<file path="src/hw/rtl/jsu_pkg.sv">
`default_nettype none

package jsu_pkg;

   // Parser position inside a literal. Codes past the last member act as idle.
   typedef enum logic [2:0] {
      PH_IDLE  = 3'd0,
      PH_STR   = 3'd1,
      PH_ESC   = 3'd2,
      PH_HEXHI = 3'd3,
      PH_LOWBS = 3'd4,
      PH_LOWU  = 3'd5,
      PH_HEXLO = 3'd6
   } phase_type;

   typedef enum logic [1:0] {
      KIND_DATA = 2'd0,
      KIND_END  = 2'd1,
      KIND_ERR  = 2'd2
   } kind_type;

   localparam logic [3:0] ERR_NO_QUOTE     = 4'd0;
   localparam logic [3:0] ERR_INCOMPLETE   = 4'd1;
   localparam logic [3:0] ERR_SHORT_HEX    = 4'd2;
   localparam logic [3:0] ERR_BAD_HEX      = 4'd3;
   localparam logic [3:0] ERR_NO_LOW       = 4'd4;
   localparam logic [3:0] ERR_BAD_LOW      = 4'd5;
   localparam logic [3:0] ERR_LONE_LOW     = 4'd6;
   localparam logic [3:0] ERR_BAD_ESCAPE   = 4'd7;
   localparam logic [3:0] ERR_CONTROL      = 4'd8;
   localparam logic [3:0] ERR_UNTERMINATED = 4'd9;

   localparam logic [7:0] CH_QUOTE  = 8'h22;
   localparam logic [7:0] CH_BSLASH = 8'h5C;
   localparam logic [7:0] CH_SLASH  = 8'h2F;
   localparam logic [7:0] CH_U      = 8'h75;

   // At most four UTF-8 bytes and one end marker or error per source byte.
   localparam int MaxResults = 5;
   localparam int DataMax    = 4;
   localparam int CountW     = $clog2(MaxResults + 1);
   localparam int IdxW       = $clog2(MaxResults);

   typedef struct packed {
      kind_type   kind;
      logic [7:0] data;
      logic [3:0] err;
      logic       last;
   } result_type;

   // All results caused by one source byte.
   typedef struct packed {
      logic [CountW-1:0]                count;
      result_type [MaxResults-1:0]      items;
   } group_type;

endpackage

`default_nettype wire

</file>
<file path="src/hw/rtl/jsu_decode.sv">
`default_nettype none

module jsu_decode (
   input  wire logic               clock,
   input  wire logic               reset,
   input  wire logic [7:0]         in_byte,
   input  wire logic               in_final,
   input  wire logic               fire,
   output jsu_pkg::group_type      group
);

   jsu_pkg::phase_type phase_ff, phase_in;
   logic [1:0]         dig_ff, dig_in;
   logic [15:0]        acc_ff, acc_in;
   logic [9:0]         hs_ff, hs_in;

   logic [7:0]         dbytes [jsu_pkg::DataMax];
   logic [2:0]         nd;
   logic               tail;
   jsu_pkg::kind_type  tail_kind;
   logic [3:0]         tail_err;
   logic [4:0]         nib;
   logic [15:0]        val;
   logic [20:0]        cp;
   logic [8:0]         esc;
   logic               after_data;

   // Bit 4 set when the byte is not a hex digit.
   function automatic logic [4:0] nibble_of(input logic [7:0] c);
      logic [4:0] r;
      begin
         r = 5'h10;
         if (c >= 8'h30 && c <= 8'h39) begin
            r = {1'b0, 4'(c - 8'h30)};
         end else if (c >= 8'h61 && c <= 8'h66) begin
            r = {1'b0, 4'(c - 8'h57)};
         end else if (c >= 8'h41 && c <= 8'h46) begin
            r = {1'b0, 4'(c - 8'h37)};
         end
         return r;
      end
   endfunction

   always_comb begin
      nib = nibble_of(in_byte);
      val = {acc_ff[11:0], nib[3:0]};
      cp  = 21'h10000 + {1'b0, hs_ff, val[9:0]};
      unique case (in_byte)
         jsu_pkg::CH_QUOTE:  esc = {1'b0, jsu_pkg::CH_QUOTE};
         jsu_pkg::CH_BSLASH: esc = {1'b0, jsu_pkg::CH_BSLASH};
         jsu_pkg::CH_SLASH:  esc = {1'b0, jsu_pkg::CH_SLASH};
         8'h62:              esc = 9'h008;
         8'h66:              esc = 9'h00C;
         8'h6E:              esc = 9'h00A;
         8'h72:              esc = 9'h00D;
         8'h74:              esc = 9'h009;
         default:            esc = 9'h100;
      endcase
   end

   always_comb begin
      phase_in   = phase_ff;
      dig_in     = dig_ff;
      acc_in     = acc_ff;
      hs_in      = hs_ff;
      for (int i = 0; i < jsu_pkg::DataMax; i++) begin
         dbytes[i] = 8'h00;
      end
      nd         = 3'd0;
      tail       = 1'b0;
      tail_kind  = jsu_pkg::KIND_ERR;
      tail_err   = jsu_pkg::ERR_NO_QUOTE;
      after_data = 1'b0;

      unique case (phase_ff)
         jsu_pkg::PH_STR: begin
            if (in_byte == jsu_pkg::CH_QUOTE) begin
               tail      = 1'b1;
               tail_kind = jsu_pkg::KIND_END;
               phase_in  = jsu_pkg::PH_IDLE;
            end else if (in_byte == jsu_pkg::CH_BSLASH) begin
               if (in_final) begin
                  tail     = 1'b1;
                  tail_err = jsu_pkg::ERR_INCOMPLETE;
               end else begin
                  phase_in = jsu_pkg::PH_ESC;
               end
            end else if (in_byte < 8'h20) begin
               tail     = 1'b1;
               tail_err = jsu_pkg::ERR_CONTROL;
            end else begin
               dbytes[0]  = in_byte;
               nd         = 3'd1;
               after_data = 1'b1;
            end
         end
         jsu_pkg::PH_ESC: begin
            if (in_byte == jsu_pkg::CH_U) begin
               phase_in = jsu_pkg::PH_HEXHI;
               dig_in   = 2'd0;
               acc_in   = 16'h0000;
               if (in_final) begin
                  tail     = 1'b1;
                  tail_err = jsu_pkg::ERR_SHORT_HEX;
               end
            end else if (esc[8]) begin
               tail     = 1'b1;
               tail_err = jsu_pkg::ERR_BAD_ESCAPE;
            end else begin
               dbytes[0]  = esc[7:0];
               nd         = 3'd1;
               after_data = 1'b1;
            end
         end
         jsu_pkg::PH_HEXHI, jsu_pkg::PH_HEXLO: begin
            if (nib[4]) begin
               tail     = 1'b1;
               tail_err = jsu_pkg::ERR_BAD_HEX;
            end else if (dig_ff != 2'd3) begin
               acc_in = val;
               dig_in = dig_ff + 2'd1;
               if (in_final) begin
                  tail     = 1'b1;
                  tail_err = jsu_pkg::ERR_SHORT_HEX;
               end
            end else if (phase_ff == jsu_pkg::PH_HEXHI) begin
               if (val[15:10] == 6'b110110) begin
                  hs_in    = val[9:0];
                  dig_in   = 2'd0;
                  acc_in   = 16'h0000;
                  phase_in = jsu_pkg::PH_LOWBS;
                  if (in_final) begin
                     tail     = 1'b1;
                     tail_err = jsu_pkg::ERR_NO_LOW;
                  end
               end else if (val[15:10] == 6'b110111) begin
                  tail     = 1'b1;
                  tail_err = jsu_pkg::ERR_LONE_LOW;
               end else begin
                  after_data = 1'b1;
                  if (val < 16'h0080) begin
                     dbytes[0] = val[7:0];
                     nd        = 3'd1;
                  end else if (val < 16'h0800) begin
                     dbytes[0] = 8'hC0 | {3'b000, val[10:6]};
                     dbytes[1] = 8'h80 | {2'b00, val[5:0]};
                     nd        = 3'd2;
                  end else begin
                     dbytes[0] = 8'hE0 | {4'h0, val[15:12]};
                     dbytes[1] = 8'h80 | {2'b00, val[11:6]};
                     dbytes[2] = 8'h80 | {2'b00, val[5:0]};
                     nd        = 3'd3;
                  end
               end
            end else begin
               if (val[15:10] != 6'b110111) begin
                  tail     = 1'b1;
                  tail_err = jsu_pkg::ERR_BAD_LOW;
               end else begin
                  // A surrogate pair always lands in the four-byte range.
                  after_data = 1'b1;
                  dbytes[0]  = 8'hF0 | {5'b00000, cp[20:18]};
                  dbytes[1]  = 8'h80 | {2'b00, cp[17:12]};
                  dbytes[2]  = 8'h80 | {2'b00, cp[11:6]};
                  dbytes[3]  = 8'h80 | {2'b00, cp[5:0]};
                  nd         = 3'd4;
               end
            end
         end
         jsu_pkg::PH_LOWBS: begin
            if (in_byte == jsu_pkg::CH_BSLASH && !in_final) begin
               phase_in = jsu_pkg::PH_LOWU;
            end else begin
               tail     = 1'b1;
               tail_err = jsu_pkg::ERR_NO_LOW;
            end
         end
         jsu_pkg::PH_LOWU: begin
            if (in_byte == jsu_pkg::CH_U) begin
               phase_in = jsu_pkg::PH_HEXLO;
               dig_in   = 2'd0;
               acc_in   = 16'h0000;
               if (in_final) begin
                  tail     = 1'b1;
                  tail_err = jsu_pkg::ERR_SHORT_HEX;
               end
            end else begin
               tail     = 1'b1;
               tail_err = jsu_pkg::ERR_NO_LOW;
            end
         end
         default: begin
            dig_in = 2'd0;
            acc_in = 16'h0000;
            hs_in  = 10'd0;
            if (in_byte == jsu_pkg::CH_QUOTE) begin
               phase_in = jsu_pkg::PH_STR;
               if (in_final) begin
                  tail     = 1'b1;
                  tail_err = jsu_pkg::ERR_UNTERMINATED;
               end
            end else begin
               phase_in = jsu_pkg::PH_IDLE;
               tail     = 1'b1;
               tail_err = jsu_pkg::ERR_NO_QUOTE;
            end
         end
      endcase

      if (after_data) begin
         phase_in = jsu_pkg::PH_STR;
         dig_in   = 2'd0;
         acc_in   = 16'h0000;
         hs_in    = 10'd0;
         if (in_final) begin
            tail     = 1'b1;
            tail_err = jsu_pkg::ERR_UNTERMINATED;
         end
      end

      // Errors and the closing quote both leave the parser idle and clean.
      if (tail) begin
         phase_in = jsu_pkg::PH_IDLE;
         dig_in   = 2'd0;
         acc_in   = 16'h0000;
         hs_in    = 10'd0;
      end
      if (tail && tail_kind == jsu_pkg::KIND_END) begin
         tail_err = 4'd0;
      end
   end

   always_comb begin
      group.count = jsu_pkg::CountW'(nd) + jsu_pkg::CountW'(tail);
      for (int i = 0; i < jsu_pkg::MaxResults; i++) begin
         group.items[i] = '0;
         if (i < int'(nd)) begin
            group.items[i].kind = jsu_pkg::KIND_DATA;
            group.items[i].data = dbytes[i % jsu_pkg::DataMax];
         end else if (i == int'(nd) && tail) begin
            group.items[i].kind = tail_kind;
            group.items[i].err  = tail_err;
         end
         group.items[i].last = (i + 1 == int'(group.count));
      end
   end

   always_ff @(posedge clock) begin
      if (reset) begin
         phase_ff <= jsu_pkg::PH_IDLE;
         dig_ff   <= 2'd0;
         acc_ff   <= 16'h0000;
         hs_ff    <= 10'd0;
      end else if (fire) begin
         phase_ff <= phase_in;
         dig_ff   <= dig_in;
         acc_ff   <= acc_in;
         hs_ff    <= hs_in;
      end
   end

endmodule

`default_nettype wire

</file>
<file path="src/hw/rtl/jsu_serial.sv">
`default_nettype none

module jsu_serial (
   input  wire logic               clock,
   input  wire logic               reset,
   input  wire logic               push,
   input  jsu_pkg::group_type      push_group,
   output logic                    space,
   output logic                    out_valid,
   input  wire logic               out_ready,
   output jsu_pkg::result_type     out_item
);

   jsu_pkg::group_type          slots_ff [2];
   logic                        wr_ptr_ff, wr_ptr_in;
   logic                        rd_ptr_ff, rd_ptr_in;
   logic [1:0]                  count_ff, count_in;
   logic [jsu_pkg::IdxW-1:0]    idx_ff, idx_in;
   logic                        pop_item, pop_group;

   assign space     = (count_ff != 2'd2);
   assign out_valid = (count_ff != 2'd0);
   assign out_item  = slots_ff[rd_ptr_ff].items[idx_ff];
   assign pop_item  = out_valid && out_ready;
   assign pop_group = pop_item && out_item.last;

   always_comb begin
      wr_ptr_in = push ? ~wr_ptr_ff : wr_ptr_ff;
      rd_ptr_in = pop_group ? ~rd_ptr_ff : rd_ptr_ff;
      count_in  = count_ff + 2'(push) - 2'(pop_group);
      idx_in    = pop_group ? '0 : (pop_item ? idx_ff + jsu_pkg::IdxW'(1) : idx_ff);
   end

   always_ff @(posedge clock) begin
      if (reset) begin
         wr_ptr_ff <= 1'b0;
         rd_ptr_ff <= 1'b0;
         count_ff  <= 2'd0;
         idx_ff    <= '0;
      end else begin
         wr_ptr_ff <= wr_ptr_in;
         rd_ptr_ff <= rd_ptr_in;
         count_ff  <= count_in;
         idx_ff    <= idx_in;
      end
   end

   always_ff @(posedge clock) begin
      if (push) begin
         slots_ff[wr_ptr_ff] <= push_group;
      end
   end

   a_no_overflow: assert property (@(posedge clock) disable iff (reset)
      push |-> space)
      else $error("group pushed into a full buffer");

   a_end_is_last: assert property (@(posedge clock) disable iff (reset)
      out_valid && out_item.kind != jsu_pkg::KIND_DATA |-> out_item.last)
      else $error("end or error result is not the last of its group");

   a_clean_fields: assert property (@(posedge clock) disable iff (reset)
      out_valid |-> (out_item.kind == jsu_pkg::KIND_DATA ? out_item.err == 4'd0
                                                          : out_item.data == 8'h00))
      else $error("unused result field is not zero");

   a_idx_in_group: assert property (@(posedge clock) disable iff (reset)
      out_valid |-> idx_ff < jsu_pkg::IdxW'(slots_ff[rd_ptr_ff].count))
      else $error("result index ran past its group");

endmodule

`default_nettype wire

</file>
<file path="src/hw/rtl/json_string_unescaper.sv">
`default_nettype none

// JSON string unescaper. Source bytes enter on the req_ channel, one per
// transfer; decoded bytes, end markers and errors leave on the rsp_ channel.
// A source byte is registered, then decoded against the parser state, and
// all of its results (up to five) go as one group into a two-group output
// buffer that hands them out one per transfer. A new source byte can be
// taken every cycle while the buffer has room; the sustained rate is one
// source byte per cycle while bytes produce one result each and the
// receiver is ready, and a byte that produces k results takes k output
// transfers, so the output port sets the rate.
module json_string_unescaper (
   input  wire logic        clock,
   input  wire logic        reset,
   input  wire logic        req_valid,
   output logic             req_ready,
   input  wire logic [7:0]  req_src_byte,
   input  wire logic        req_src_final,
   output logic             rsp_valid,
   input  wire logic        rsp_ready,
   output logic [1:0]       rsp_out_kind,
   output logic [7:0]       rsp_out_byte,
   output logic [3:0]       rsp_err_code,
   output logic             rsp_run_last
);

   logic                in_valid_ff, in_valid_in;
   logic [7:0]          in_byte_ff;
   logic                in_final_ff;
   logic                fire;
   logic                space;
   jsu_pkg::group_type  group;
   jsu_pkg::result_type item;

   // A byte with no results never needs buffer room.
   assign fire      = in_valid_ff && (group.count == '0 || space);
   assign req_ready = !in_valid_ff || fire;

   always_comb begin
      in_valid_in = in_valid_ff && !fire;
      if (req_valid && req_ready) begin
         in_valid_in = 1'b1;
      end
   end

   always_ff @(posedge clock) begin
      if (reset) begin
         in_valid_ff <= 1'b0;
      end else begin
         in_valid_ff <= in_valid_in;
      end
   end

   always_ff @(posedge clock) begin
      if (req_valid && req_ready) begin
         in_byte_ff  <= req_src_byte;
         in_final_ff <= req_src_final;
      end
   end

   jsu_decode u_decode (
      .clock    (clock),
      .reset    (reset),
      .in_byte  (in_byte_ff),
      .in_final (in_final_ff),
      .fire     (fire),
      .group    (group)
   );

   jsu_serial u_serial (
      .clock      (clock),
      .reset      (reset),
      .push       (fire && group.count != '0),
      .push_group (group),
      .space      (space),
      .out_valid  (rsp_valid),
      .out_ready  (rsp_ready),
      .out_item   (item)
   );

   assign rsp_out_kind = item.kind;
   assign rsp_out_byte = item.data;
   assign rsp_err_code = item.err;
   assign rsp_run_last = item.last;

endmodule

`default_nettype wire
</file>
<file path="config.mk">
export PLATFORM = sky130hd
export DESIGN_NAME = json_string_unescaper
export DESIGN_NICKNAME = d
export VERILOG_FILES = /design/src/hw/rtl/jsu_pkg.sv /design/src/hw/rtl/jsu_decode.sv /design/src/hw/rtl/jsu_serial.sv /design/src/hw/rtl/json_string_unescaper.sv
export SDC_FILE = /design/constraint.sdc
export NUM_CORES = 1
export LEC_CHECK = 0
export ABC_AREA = 1
export BUFFER_PORTS_ARGS = -buffer_cell sky130_fd_sc_hd__buf_2
export CAP_MARGIN = 40
export CORE_ASPECT_RATIO = 0.7
export CORE_MARGIN = 2
export CORE_UTILIZATION = 56
export CTS_CLUSTER_SIZE = 12
export DETAILED_ROUTE_END_ITERATION = 12
export GPL_TIMING_DRIVEN = 0
export HOLD_SLACK_MARGIN = 0.1
export PLACE_DENSITY = 0.85
export SLEW_MARGIN = 20
export SYNTH_ARGS = -nofsm -noshare
export SYNTH_HDL_FRONTEND = slang
export SYNTH_HIERARCHICAL = 1
export SYNTH_SLANG_ARGS = --single-unit
</file>
<file path="constraint.sdc">
create_clock -name clock -period 13.45 [get_ports clock]
set_input_delay 1.345 -clock clock [delete_from_list [all_inputs] [get_ports clock]]
set_output_delay 1.345 -clock clock [all_outputs]
set_load 0.05 [all_outputs]
</file>
==> PnR_summary.wiki <==
{| class="wikitable"
! Metric !! Value
|-
| Outcome || complete, no violations
|-
| Post-synth EDFFs || 159
|-
| Skew-Pair Late Insertion Delay || 440 ps
|-
| Worst clock skew on the final layout || 7.95 ps
|-
| HP Class || flip-flop to flip-flop
|-
| Worst Path Required || approximately 12,000 ps
|-
| CTS Buffer Depth || 2
|-
| Antenna violations before repair || 0
|-
| Synthesized netlist cell count || 983
|-
| Time the final worst path needs with I/O delays and setup || 5980 ps
|-
| Violation count after the first detailed-route iteration || 1,113
|-
| Critical Path, Cell by Cell || inv_1 -> ha_1 -> nand2_1 -> nor2_1 -> nand2_1 -> inv_1 -> nor2_2 -> nand3_2 -> nand2_1 -> a21oi_1 -> inv_1 -> ha_1 -> ha_1 -> xnor2_1 -> inv_1 -> nor2_2 -> nand2_2 -> nand3_4 -> buf_2
|-
| Share of post-route cells with drive strength above 1 || 14.7%
|-
| Final instance area || 10,800 sq um
|-
| Cell row count || 39
|-
| CTS tree || yes
|-
| Die H || 113 um
|-
| Final weighted congestion in routability-driven placement || around 0.99
|-
| Synth async-reset ratio || 0%
|-
| Leakage dissipation || 0.00422 uW
|-
| Pwr/cell area || ~170 nW/um^2
|-
| WS Path Type || flip-flop to primary output
|-
| Layout Area Growth over Synthesis || 13.1%
|-
| Max H-tree Level || 4
|-
| Global-route wire length before repair || 38,300 um
|-
| Dpl hpwl || roughly 17,000 um
|-
| Number of vias in the routed layout || approximately 7,700
|-
| Quantity of I/O buffers inserted on ports || 29
|-
| Die Footprint || between 15,000 and 20,000 sq um
|-
| Crit path top cell by count || sky130_fd_sc_hd__inv_1
|-
| Dominant synthesized flop cell || sky130_fd_sc_hd__edfxtp_1
|-
| Die Width || around 160 um
|-
| Total number of nets in the final design || approximately 1,100
|-
| GR Overflow Total || 0
|-
| Tightest Pin Transition || 840 ps
|-
| Mean instance size in the synthesized netlist || 9.73 sq um
|-
| Clock buffer count from CTS || 17
|-
| Hold Slack || 486 ps
|-
| Most area-consuming cells after synthesis || sky130_fd_sc_hd__edfxtp_1 50%, sky130_fd_sc_hd__dfxtp_1 7.5%, sky130_fd_sc_hd__nor2_1 6.8%
|-
| Peak fanout along the critical path || 7
|-
| Yosys warning count || 6
|-
| Proportion of netlist area held by the largest area contributor || 49.9%
|-
| Crit path buffers/inverters || 5
|-
| Largest delay share family, worst path || simple AND/OR/NAND/NOR gates
|-
| Number of design rule violations left after detail routing || 0
|-
| Wire per inst || 19.0 um
|-
| Mean number of vias per cell || 5.95
|-
| Most area-hungry cell type in the Yosys netlist || sky130_fd_sc_hd__edfxtp_1
|-
| Final critical-path share of the clock period || 44.5%
|-
| Unrepaired setup endpoints after global routing || no
|-
| Largest stage delay, worst path || 660 ps
|-
| Worst vdd ir || 0.0000964 V
|-
| List of most frequent post-synthesis cells || 172 x sky130_fd_sc_hd__nor2_1, 159 x sky130_fd_sc_hd__edfxtp_1, 122 x sky130_fd_sc_hd__nand2_1
|-
| Via count of the first global-routing pass || 7,191
|-
| Final-report hold violation count || 0
|-
| Maxcap violations || 0
|-
| Distinct cell type count of the synthesized netlist || 50
|-
| Starting utilization of the core area || 58.0%
|-
| Clock root buffer master || sky130_fd_sc_hd__clkbuf_16
|-
| Number of placed I/O pins || 30
|-
| Core area || 16,500 sq um
|-
| Global-route usage over all layers || 27.7%
|-
| Type of destination of the critical path || primary output
|-
| Routed WL || 24,500 um
|-
| Most used standard cell by instance count after synthesis || sky130_fd_sc_hd__nor2_1
|-
| Cell area reported after detailed placement || just over 10,000 sq um
|-
| Reg clk slew, reported paths || 70 ps
|-
| Crit-path slowest cell || sky130_fd_sc_hd__a21oi_1
|-
| Netlist area before placement || 9560 sq um
|-
| Sequential element share of the synthesized area || 57.5%
|-
| Length of the first detailed-routing pass in iterations || 5
|-
| Resize count post-CTS || 0
|-
| Maximum clock frequency || 167 MHz
|-
| N_diodes || 0
|-
| Number of hold-repair buffers added at the cts stage || 0
|-
| Launching element type of the critical path || flip-flop
|-
| Synthesis-stage register bit count || 195
|-
| Sum of negative setup slack || 0 ps
|-
| Number of buffers added for setup after CTS || 0
|-
| CP Data Arrival Time || about 4600 ps
|-
| Antenna Nets Post-Route || 0
|-
| Maximum number of pins on one net before global-route repair || 57
|-
| End-of-flow core utilization || 65.6%
|-
| Number of pins exceeding their max-slew limit in the final report || 0
|-
| Final setup fails || 0
|-
| Count of clock tree sinks || 195
|-
| Rel. slew slack || 44.0%
|}
==> layer usage <==
| metal | track usage, % | up-vias | part of all wire [%] |
|---|---|---|---|
| met5 | 0 | - | 0 |
| met4 | 10.8 | 0 | 2.1 |
| met3 | 4.91 | 54 | 11 |
| met2 | 43.8 | 494 | 46 |
| met1 | 38.6 | 3616 | 41 |
| li1 | - | 3535 | - |
==> flip-flops by register name (all words and copies together) (netlist names), named ones only <==
signal / flops
u_serial/slots_ff: 150
u_decode/acc_ff: 12
u_decode/hs_ff: 10
in_byte_ff: 8
u_decode/phase_ff: 3
u_serial/idx_ff: 3
u_decode/dig_ff: 2
u_serial/count_ff: 2
in_final_ff: 1
in_valid_ff: 1
u_serial/rd_ptr_ff: 1
u_serial/wr_ptr_ff: 1
==> tightest hold or removal path, cell delays in order, from the launching register on <==
cell                      delay, ps
sky130_fd_sc_hd__dfxtp_1        330
sky130_fd_sc_hd__nor2_1          50
sky130_fd_sc_hd__nor2_1          80
==> stage by stage <==
stage,setup WS (ps),power (uW),cells
finish,7470,1870,1294
global route,7210,1950,1294
CTS,7560,1870,1294
detailed placement,8110,1330,1263
global placement,4700,1310,1259
floorplan,6890,1170,1005
==> path summary, 6_finish.rpt <==
path         slack, ps  cells past startpoint                           start                            endpoint
max reg2reg       8020                     24         in_byte_ff[0]$_DFFE_PP_  u_serial/slots_ff[0][68]$_DFFE_PP_
min                490                      2  u_decode/hs_ff[3]$_SDFFE_PP0P_      u_decode/hs_ff[3]$_SDFFE_PP0P_
min reg2reg        490                      2  u_decode/hs_ff[3]$_SDFFE_PP0P_      u_decode/hs_ff[3]$_SDFFE_PP0P_
max               7470                     19         in_byte_ff[0]$_DFFE_PP_                           req_ready
==> power breakdown <==
group	leakage, uW	switching, uW	total, uW	internal [uW]
clock network	0.000301	234	533	299
logic	0.00215	418	582	164
registers	0.00177	34.6	754	719
total	0.00422	686	1870	1180
==> cell type report <==
cell class                      count  area, sq um
Buffer                             62          414
Clock buffer                       17          425
Clock inverter                     14          195
Fill cell                        1267         5680
Inverter                           94          355
Multi-Input combinational cell    654         3390
Sequential cell                   195         5500
Tap cell                          225          282
Timing Repair Buffer               33          255
==> cell families (layout without fill, tap and decap cells) <==
group / after synthesis / in the layout / synth area share [%]
and+or+nand+nor: 410 / 410 / 19.1
adders and majority gates: 11 / 11 / 1.44
AOI/OAI and AO/OA: 190 / 190 / 11.9
other: 1 / 23 / 0.0392
xor gates and xnor gates: 6 / 6 / 0.550
DFF: 195 / 195 / 57.5
muxes: 14 / 14 / 1.47
buffers and inverters: 156 / 220 / 8.02
==> placed cells by master, fill, tap and decap left out, drive strengths merged, types with 24 or more instances in the layout <==
| cell type | instances |
|---|---|
| nor2 | 181 |
| edfxtp | 159 |
| nand2 | 134 |
| o21ai | 106 |
| inv | 100 |
| buf | 80 |
| nand3 | 54 |
| dfxtp | 36 |
| clkbuf | 32 |
| o221ai | 24 |
Power figures use the tool's default switching activity.
